--- src/rtl/s2gc_pkg.sv ---
// ----------------------------------------------------------------------------
// Step-two sequence gap checker: shared definitions
// Field widths, function and status codes, and the request and result
// structures that pass between the channel interfaces and the checker core.
// ----------------------------------------------------------------------------
package s2gc_pkg;

  // Field widths
  localparam int SeqW      = 64;
  localparam int LenW      = 15;
  localparam int StatusW   = 3;
  localparam int BytesW    = 40;
  localparam int PktsW     = 32;
  localparam int LimitW    = 64;
  // Width that holds any frame cap in the parameter range
  localparam int FrameCapW = 17;

  localparam int MaxFrameDefault = 16384;
  localparam logic [LenW-1:0] MinFrame = LenW'(8);

  // Function codes of an input request
  localparam logic FuncPacket = 1'b0;
  localparam logic FuncTick   = 1'b1;

  typedef enum logic [StatusW-1:0] {
    ST_IN_ORDER = 3'd0,
    ST_FIRST    = 3'd1,
    ST_GAP      = 3'd2,
    ST_PARITY   = 3'd3,
    ST_STALE    = 3'd4,
    ST_RUNT     = 3'd5,
    ST_LIMIT    = 3'd6,
    ST_REPORT   = 3'd7
  } status_e;

  typedef struct packed {
    logic            func;
    logic [SeqW-1:0] seq_number;
    logic [LenW-1:0] frame_length;
  } item_t;

  typedef struct packed {
    status_e           status;
    logic [SeqW-1:0]   packets_total;
    logic [SeqW-1:0]   lost_total;
    logic [SeqW-1:0]   parity_total;
    logic [BytesW-1:0] interval_bytes;
    logic [PktsW-1:0]  interval_packets;
  } result_t;

endpackage

--- src/rtl/s2gc_chan_if.sv ---
// ----------------------------------------------------------------------------
// Step-two sequence gap checker: valid/ready channel
// One request moves at a rising edge where valid and ready are both high.
// ----------------------------------------------------------------------------
interface s2gc_chan_if #(
  parameter type T = logic
);

  logic valid;
  logic ready;
  T     data;

  modport source (output valid, output data, input ready);
  modport sink   (input valid, input data, output ready);

endinterface

--- src/rtl/step2_sequence_gap_checker_top.sv ---
// ----------------------------------------------------------------------------
// Step-two sequence gap checker: top level
// Input register, checker core and result register with valid/ready
// channels for requests, results and the packet limit register.
// ----------------------------------------------------------------------------
// A request is held in the input register, and its result is registered in the
// result register. Throughput: one request per cycle while results are taken, set
// by the combinational checker core between the input register and the result register.
// The packet limit write is taken in any cycle (ready is always high).
// Reset clears all counters, the expected value and the limit; no clearing
// pass follows, so the block takes requests from the first cycle after reset.
module step2_sequence_gap_checker_top #(
  parameter int MAX_FRAME = s2gc_pkg::MaxFrameDefault
) (
  input  logic        clk_i,
  input  logic        rst_ni,
  s2gc_chan_if.sink   item_i,
  s2gc_chan_if.source result_o,
  s2gc_chan_if.sink   cfg_i
);
  import s2gc_pkg::*;

  logic    item_valid_q, item_valid_d;
  item_t   item_q;
  logic    res_valid_q, res_valid_d;
  result_t res_q;
  result_t core_res;
  logic    advance;
  logic    accept;
  logic    fire;

  // Move the held request on when the result register is free
  assign advance      = !res_valid_q || result_o.ready;
  assign item_i.ready = !item_valid_q || advance;
  assign accept       = item_i.valid && item_i.ready;
  assign fire         = item_valid_q && advance;

  assign cfg_i.ready = 1'b1;

  s2gc_core #(
    .MAX_FRAME (MAX_FRAME)
  ) u_core (
    .clk_i      (clk_i),
    .rst_ni     (rst_ni),
    .fire_i     (fire),
    .item_i     (item_q),
    .cfg_we_i   (cfg_i.valid),
    .cfg_data_i (cfg_i.data),
    .result_o   (core_res)
  );

  // Next valid flags for both registers
  always_comb begin
    item_valid_d = item_valid_q;
    if (accept) begin
      item_valid_d = 1'b1;
    end else if (fire) begin
      item_valid_d = 1'b0;
    end
    res_valid_d = res_valid_q;
    if (fire) begin
      res_valid_d = 1'b1;
    end else if (result_o.ready) begin
      res_valid_d = 1'b0;
    end
  end

  always_ff @(posedge clk_i or negedge rst_ni) begin
    if (!rst_ni) begin
      item_valid_q <= 1'b0;
      res_valid_q  <= 1'b0;
    end else begin
      item_valid_q <= item_valid_d;
      res_valid_q  <= res_valid_d;
    end
  end

  // Capture the request and the result payloads
  always_ff @(posedge clk_i) begin
    if (accept) begin
      item_q <= item_i.data;
    end
    if (fire) begin
      res_q <= core_res;
    end
  end

  assign result_o.valid = res_valid_q;
  assign result_o.data  = res_q;

  // A processed request always lands in the result register
  assert property (@(posedge clk_i) disable iff (!rst_ni) fire |=> res_valid_q)
    else $error("processed request produced no result");

  // A held request waits while the result register is blocked
  assert property (@(posedge clk_i) disable iff (!rst_ni)
    item_valid_q && !advance |=> item_valid_q && $stable(item_q))
    else $error("held request dropped or changed under stall");

  // A result appears only from a held request
  assert property (@(posedge clk_i) disable iff (!rst_ni)
    $rose(res_valid_q) |-> $past(item_valid_q))
    else $error("result appeared without a request");

endmodule

--- src/rtl/s2gc_core.sv ---
// ----------------------------------------------------------------------------
// Step-two sequence gap checker: checker core
// Holds the sequence tracking state, the totals and the interval counters,
// classifies one request per cycle while fire_i is high and presents its result combinationally.
// ----------------------------------------------------------------------------
module s2gc_core #(
  parameter int MAX_FRAME = s2gc_pkg::MaxFrameDefault
) (
  input  logic                                clk_i,
  input  logic                                rst_ni,
  input  logic                                fire_i,
  input  s2gc_pkg::item_t                     item_i,
  input  logic                                cfg_we_i,
  input  logic [s2gc_pkg::LimitW-1:0]         cfg_data_i,
  output s2gc_pkg::result_t                   result_o
);
  import s2gc_pkg::*;

  localparam int AddW = $clog2(MAX_FRAME + 1);
  localparam logic [FrameCapW-1:0] MaxFrameCap = FrameCapW'(MAX_FRAME);

  logic [LimitW-1:0] limit_q;
  logic [SeqW-1:0]   expected_q, expected_d;
  logic              exp_valid_q, exp_valid_d;
  logic [SeqW-1:0]   accepted_q, accepted_d;
  logic [SeqW-1:0]   lost_q, lost_d;
  logic [SeqW-1:0]   parity_q, parity_d;
  logic [BytesW-1:0] bytes_q, bytes_d;
  logic [PktsW-1:0]  pkts_q, pkts_d;

  logic              limit_hit;
  logic              runt;
  logic [SeqW:0]     diff;
  logic              ahead;
  logic              same;
  logic [FrameCapW-1:0] len_ext;
  logic [AddW-1:0]   add;
  logic [BytesW:0]   bytes_sum;
  status_e           status;

  // Cap the byte count at the receive buffer size
  assign len_ext = FrameCapW'(item_i.frame_length);
  assign add     = AddW'((len_ext > MaxFrameCap) ? MaxFrameCap : len_ext);

  // Compare against the expected value with one subtract
  assign diff  = {1'b0, item_i.seq_number} - {1'b0, expected_q};
  assign same  = (diff == '0);
  assign ahead = !diff[SeqW] && !same;

  assign limit_hit = (limit_q != '0) && (accepted_q >= limit_q);
  assign runt      = (item_i.frame_length < MinFrame);
  assign bytes_sum = {1'b0, bytes_q} + (BytesW + 1)'(add);

  // Classify the request and work out the next state
  always_comb begin
    expected_d  = expected_q;
    exp_valid_d = exp_valid_q;
    accepted_d  = accepted_q;
    lost_d      = lost_q;
    parity_d    = parity_q;
    bytes_d     = bytes_q;
    pkts_d      = pkts_q;
    status      = ST_REPORT;
    if (item_i.func == FuncTick) begin
      bytes_d = '0;
      pkts_d  = '0;
      status  = ST_REPORT;
    end else if (limit_hit) begin
      status = ST_LIMIT;
    end else if (runt) begin
      status = ST_RUNT;
    end else begin
      if (!exp_valid_q) begin
        expected_d  = item_i.seq_number + SeqW'(2);
        exp_valid_d = 1'b1;
        status      = ST_FIRST;
      end else if (same) begin
        expected_d = item_i.seq_number + SeqW'(2);
        status     = ST_IN_ORDER;
      end else if (ahead) begin
        if (diff[0]) begin
          parity_d = parity_q + SeqW'(1);
          status   = ST_PARITY;
        end else begin
          lost_d = lost_q + {1'b0, diff[SeqW-1:1]};
          status = ST_GAP;
        end
        expected_d = item_i.seq_number + SeqW'(2);
      end else begin
        status = ST_STALE;
      end
      accepted_d = accepted_q + SeqW'(1);
      pkts_d     = (pkts_q == '1) ? pkts_q : pkts_q + PktsW'(1);
      bytes_d    = bytes_sum[BytesW] ? '1 : bytes_sum[BytesW-1:0];
    end
  end

  // Report totals after the update; a tick reports the interval before clear
  always_comb begin
    result_o.status           = status;
    result_o.packets_total    = accepted_d;
    result_o.lost_total       = lost_d;
    result_o.parity_total     = parity_d;
    result_o.interval_bytes   = (item_i.func == FuncTick) ? bytes_q : bytes_d;
    result_o.interval_packets = (item_i.func == FuncTick) ? pkts_q : pkts_d;
  end

  // Hold the packet limit register
  always_ff @(posedge clk_i or negedge rst_ni) begin
    if (!rst_ni) begin
      limit_q <= '0;
    end else if (cfg_we_i) begin
      limit_q <= cfg_data_i;
    end
  end

  // Advance the state on each processed request
  always_ff @(posedge clk_i or negedge rst_ni) begin
    if (!rst_ni) begin
      expected_q  <= '0;
      exp_valid_q <= 1'b0;
      accepted_q  <= '0;
      lost_q      <= '0;
      parity_q    <= '0;
      bytes_q     <= '0;
      pkts_q      <= '0;
    end else if (fire_i) begin
      expected_q  <= expected_d;
      exp_valid_q <= exp_valid_d;
      accepted_q  <= accepted_d;
      lost_q      <= lost_d;
      parity_q    <= parity_d;
      bytes_q     <= bytes_d;
      pkts_q      <= pkts_d;
    end
  end

  // Once a first packet is seen the expected value stays valid
  assert property (@(posedge clk_i) disable iff (!rst_ni) !$fell(exp_valid_q))
    else $error("expected value lost its valid flag");

  // A tick leaves the interval counters cleared
  assert property (@(posedge clk_i) disable iff (!rst_ni)
    fire_i && (item_i.func == FuncTick) |=> (bytes_q == '0) && (pkts_q == '0))
    else $error("interval counters not cleared by tick");

  // Without a processed request the totals stay put
  assert property (@(posedge clk_i) disable iff (!rst_ni)
    !fire_i |=> $stable(accepted_q) && $stable(lost_q) && $stable(parity_q))
    else $error("totals moved without a request");

  // Once the limit is reached a packet is not counted
  assert property (@(posedge clk_i) disable iff (!rst_ni)
    fire_i && (item_i.func == FuncPacket) && limit_hit |=> $stable(accepted_q))
    else $error("packet counted beyond the limit");

endmodule

--- src/flat_wrapper.sv ---
// flat-port wrapper written by rule: the top's interface ports become plain ports
module step2_sequence_gap_checker_top_flat import s2gc_pkg::*;
#(
  parameter int MAX_FRAME = s2gc_pkg::MaxFrameDefault
)
  (clk_i, rst_ni, item_i_valid, item_i_data, item_i_ready, result_o_valid, result_o_data, result_o_ready, cfg_i_valid, cfg_i_data, cfg_i_ready);
  s2gc_chan_if #(.T(item_t)) item_i_i ();
  s2gc_chan_if #(.T(result_t)) result_o_i ();
  s2gc_chan_if #(.T(logic [LimitW-1:0])) cfg_i_i ();
  input  logic clk_i;
  input  logic rst_ni;
  input wire logic [$bits(item_i_i.valid)-1:0] item_i_valid;
  input wire logic [$bits(item_i_i.data)-1:0] item_i_data;
  output wire logic [$bits(item_i_i.ready)-1:0] item_i_ready;
  output wire logic [$bits(result_o_i.valid)-1:0] result_o_valid;
  output wire logic [$bits(result_o_i.data)-1:0] result_o_data;
  input wire logic [$bits(result_o_i.ready)-1:0] result_o_ready;
  input wire logic [$bits(cfg_i_i.valid)-1:0] cfg_i_valid;
  input wire logic [$bits(cfg_i_i.data)-1:0] cfg_i_data;
  output wire logic [$bits(cfg_i_i.ready)-1:0] cfg_i_ready;
  assign item_i_i.valid = item_i_valid;
  assign item_i_i.data = item_i_data;
  assign item_i_ready = item_i_i.ready;
  assign result_o_valid = result_o_i.valid;
  assign result_o_data = result_o_i.data;
  assign result_o_i.ready = result_o_ready;
  assign cfg_i_i.valid = cfg_i_valid;
  assign cfg_i_i.data = cfg_i_data;
  assign cfg_i_ready = cfg_i_i.ready;
  step2_sequence_gap_checker_top #(.MAX_FRAME(MAX_FRAME)) u_core (.clk_i(clk_i), .rst_ni(rst_ni), .item_i(item_i_i), .result_o(result_o_i), .cfg_i(cfg_i_i));
endmodule
--- config.mk ---
export PLATFORM = sky130hd
export DESIGN_NAME = step2_sequence_gap_checker_top_flat
export DESIGN_NICKNAME = d
export VERILOG_FILES = /design/src/rtl/s2gc_pkg.sv /design/src/rtl/s2gc_chan_if.sv /design/src/rtl/step2_sequence_gap_checker_top.sv /design/src/rtl/s2gc_core.sv /design/src/flat_wrapper.sv
export SDC_FILE = /design/constraint.sdc
export NUM_CORES = 2
export LEC_CHECK = 0
export ABC_CLOCK_PERIOD_IN_PS = 15850
export BUFFER_PORTS_ARGS = -buffer_cell sky130_fd_sc_hd__buf_4
export CAP_MARGIN = 20
export CORE_UTILIZATION = 30
export CTS_CLUSTER_DIAMETER = 150
export DETAILED_ROUTE_END_ITERATION = 10
export HOLD_SLACK_MARGIN = 0.15
export PLACE_DENSITY = 0.57
export SETUP_SLACK_MARGIN = 0.2
export SYNTH_ARGS = -nofsm -noshare
export SYNTH_HDL_FRONTEND = slang
export SYNTH_SLANG_ARGS = --single-unit
--- constraint.sdc ---
create_clock -name clk_i -period 15.85 [get_ports clk_i]
set_clock_uncertainty 0.1 [all_clocks]
set_input_delay 3.17 -clock clk_i [delete_from_list [all_inputs] [get_ports clk_i]]
set_output_delay 3.17 -clock clk_i [all_outputs]
set_load 0.005 [all_outputs]
==> results.txt <==
Crit Path Max Fanout = 3
# Max-Cap Violations = 0
HPWL Detailed = 101 mm
Hold-fix buffer count after cts = 0
Drc violations = 0
Worst Setup Start Kind = primary input
Final period util = 43.6%
Final min period = 6900 ps
Worst hold-check path type = reg2reg
Area occupied by multi-input gates = 22000 sq um
Mapped Area = 43800 sq um
Storage element area = 20300 sq um
Post-synth cell types = 100
GP Congestion = 0.901
Share of flip-flops with an asynchronous set or reset = 53.2%
Synthesized area per cell = 9.93 sq um
Clock sinks = 742
Worst setup path class = in2out
Port Buf Inserts = 417
Area delta synth->final = 18.4%
Synth top area cells = edfxtp_1 24%, dfrtp_1 23%, ha_1 6.0%
Setup Fix Bufs, Post-CTS = 0
Final wirelength = 133 mm
Hold slack = 393 ps
Share of Yosys cell area claimed by the top area cell type = 23.8%
Synth Instances = 4411
Congestion Overflow GR = 0
Num rows = 139
Num CTS Buffers = 90
Wire length per cell = 19.7 microns
Post-synth EDFFs = 347
TritonCTS clock tree = done
Seq cells post-synth = 742
H-tree levels = 3
DR vias/cell = 5.11
Total core area = 144000 sq um
PD cells = 190 nW/um^2
Starting Density = 30.4%
CP Cell Sequence = buf_4 > nand3b_1 > buf_4
Pleak = 22.3 nW
Antenna-violating nets left = 0
Ys Warns = 0
Fin. max-slew vios = 0
Slew HR = 34.5%
FMAX = 145 MHz
Pin count of the biggest net entering global routing = 93
Vias = 34500
Status = finished, final reports clean
Drt first-iter violations = 2552
Post_cts resized = 0
Die Y = 384 microns
Sequential area share after synthesis = 46.3%
Worst VDD drop = 117 uV
Slowest stage cell, crit path = nand3b_1
Filler Cell Count = 14500
DIE WIDTH = 384 microns
Number of placed I/O pins = 419
TritonRoute pass-1 iters = 8
WP data required = 12580 ps
Final net count = 5128
First-pass GRT wire length = 200 mm
Initial antenna violation count = 7
Number of global-route vias before repair = 33300
Die ar. = 148000 sq um
Cell taking the most area after synthesis = edfxtp_1
Final setup fails = 0
Setup TNS = 0 ps
Layout cells sized above 1 = 16.4%
Top FF cell, synth = dfrtp_1
R2R depth = 20
Unrepaired setup endpoints after global routing = no
CTS Root Cell = clkbuf_16
GRT Util Overall = 17.5%
Total power = 9.84 mW
Max Buffers Root-to-Sink = 3
Fin. Hold Viols = 0
Crit end category = output port
Post-synth top cells = 482 x nand2_1, 395 x dfrtp_1, 347 x edfxtp_1
Max incr delay on CP = 190 ps
Most common cell on crit path = buf_4
Mapped Nets = 4773
Top-count cell post-synth = nand2_1
Clock transition at the registers of the reported paths = 60 ps
Worst-Margin Slew = 973 ps
Hold Crit Depth = 1
Critical Path AT = 3630 ps
Post-Layout Cell Count = 6749
Clock latency at the later pin of the worst-skew pair = 720 ps
Inst Count DP = 6576
per-layer routing:
metal	GRT usage (%)	part of all wire, %
met3	2.41	5.2
met2	27.2	44
met1	24.8	47
met4	6.06	3.2
met5	0	0
sequential cells by signal, summed over array words and instances (netlist names):
name and cells:
u_core.u_core.limit_q 64, u_core.item_q 80, u_core.u_core.accepted_q 64, u_core.u_core.exp_valid_q 1, u_core.item_valid_q 1, u_core.u_core.parity_q 64, u_core.u_core.lost_q 64, u_core.result_o.data 267
u_core.u_core.expected_q 64, u_core.u_core.pkts_q 32, u_core.u_core.bytes_q 40, u_core.result_o.valid 1
kinds of logic after synthesis:
family | share of synthesized area (%)
AND/OR/NAND/NOR | 16.9
XOR/XNOR | 9.42
AO/OA/AOI/OAI | 12.9
multiplexers | 4.63
other | 0.00856
flip-flops | 46.3
buffers and inverters | 3.68
adder cells (fa/ha/maj) | 6.13
critical path: cells and delay by family:
| kind | cells | cell delay, ps |
|---|---|---|
| buf+inv | 2 | 270 |
| simple gates | 1 | 190 |
layout make-up:
| type | instances | share of cell area, % |
|---|---|---|
| multi-input combinational | 3283 | 42.3 |
| sequential | 742 | 39.1 |
| timing repair buffer | 455 | 6.60 |
| tap | 1903 | 4.59 |
| clock buffer | 109 | 4.58 |
| inverter | 194 | 1.42 |
| clock inverter | 61 | 1.34 |
| antenna | 2 | 0.00965 |
final timing paths:
path / startpoint / endpoint / slack [ps]
setup reg to reg: u_core.item_q[26] / u_core.result_o.data[198] / 9250
hold reg to reg: u_core.u_core.parity_q[63] / u_core.u_core.parity_q[63] / 390
setup / recovery: result_o_ready / item_i_ready / 8950
max in group asynchronous: rst_ni / u_core.u_core.limit_q[53] / 10450
min in group asynchronous: rst_ni / u_core.u_core.expected_q[11] / 2350
hold / removal: u_core.u_core.parity_q[63] / u_core.u_core.parity_q[63] / 390
power by group:
part / switching, mW / internal, mW / leakage [nW]
Combinational: 2.99 / 2.01 / 12.4
Clock: 0.886 / 1.23 / 1.48
Sequential: 0.289 / 2.43 / 8.51
Total: 4.17 / 5.67 / 22.3
cells in the final DEF, fill, tap and decap left out, types with 58 or more instances in the layout:
cell / n
xor2_1: 213
inv_1: 192
buf_4: 453
nor4_1: 67
mux2_4: 58
o21ai_0: 280
nand2_1: 481
dfrtp_1: 395
nand4_1: 101
mux2_2: 84
xnor2_1: 258
nand3_1: 186
edfxtp_1: 347
ha_1: 210
a21o_1: 99
nor2_1: 289
a21oi_1: 258
and3_1: 80
clkbuf_16: 91
nor3_1: 124
stage by stage:
step | setup slack [ps] | area (sq um) | util (%)
floorplan | 3540 | 43800 | -
global placement | 8590 | 48800 | 33.8
detailed placement | 8540 | 48800 | 33.8
CTS | 8940 | 51900 | 36.0
global route | 8830 | 51900 | 36.0
finish | 8950 | 51900 | 36.0
Power figures use the tool's default switching activity.
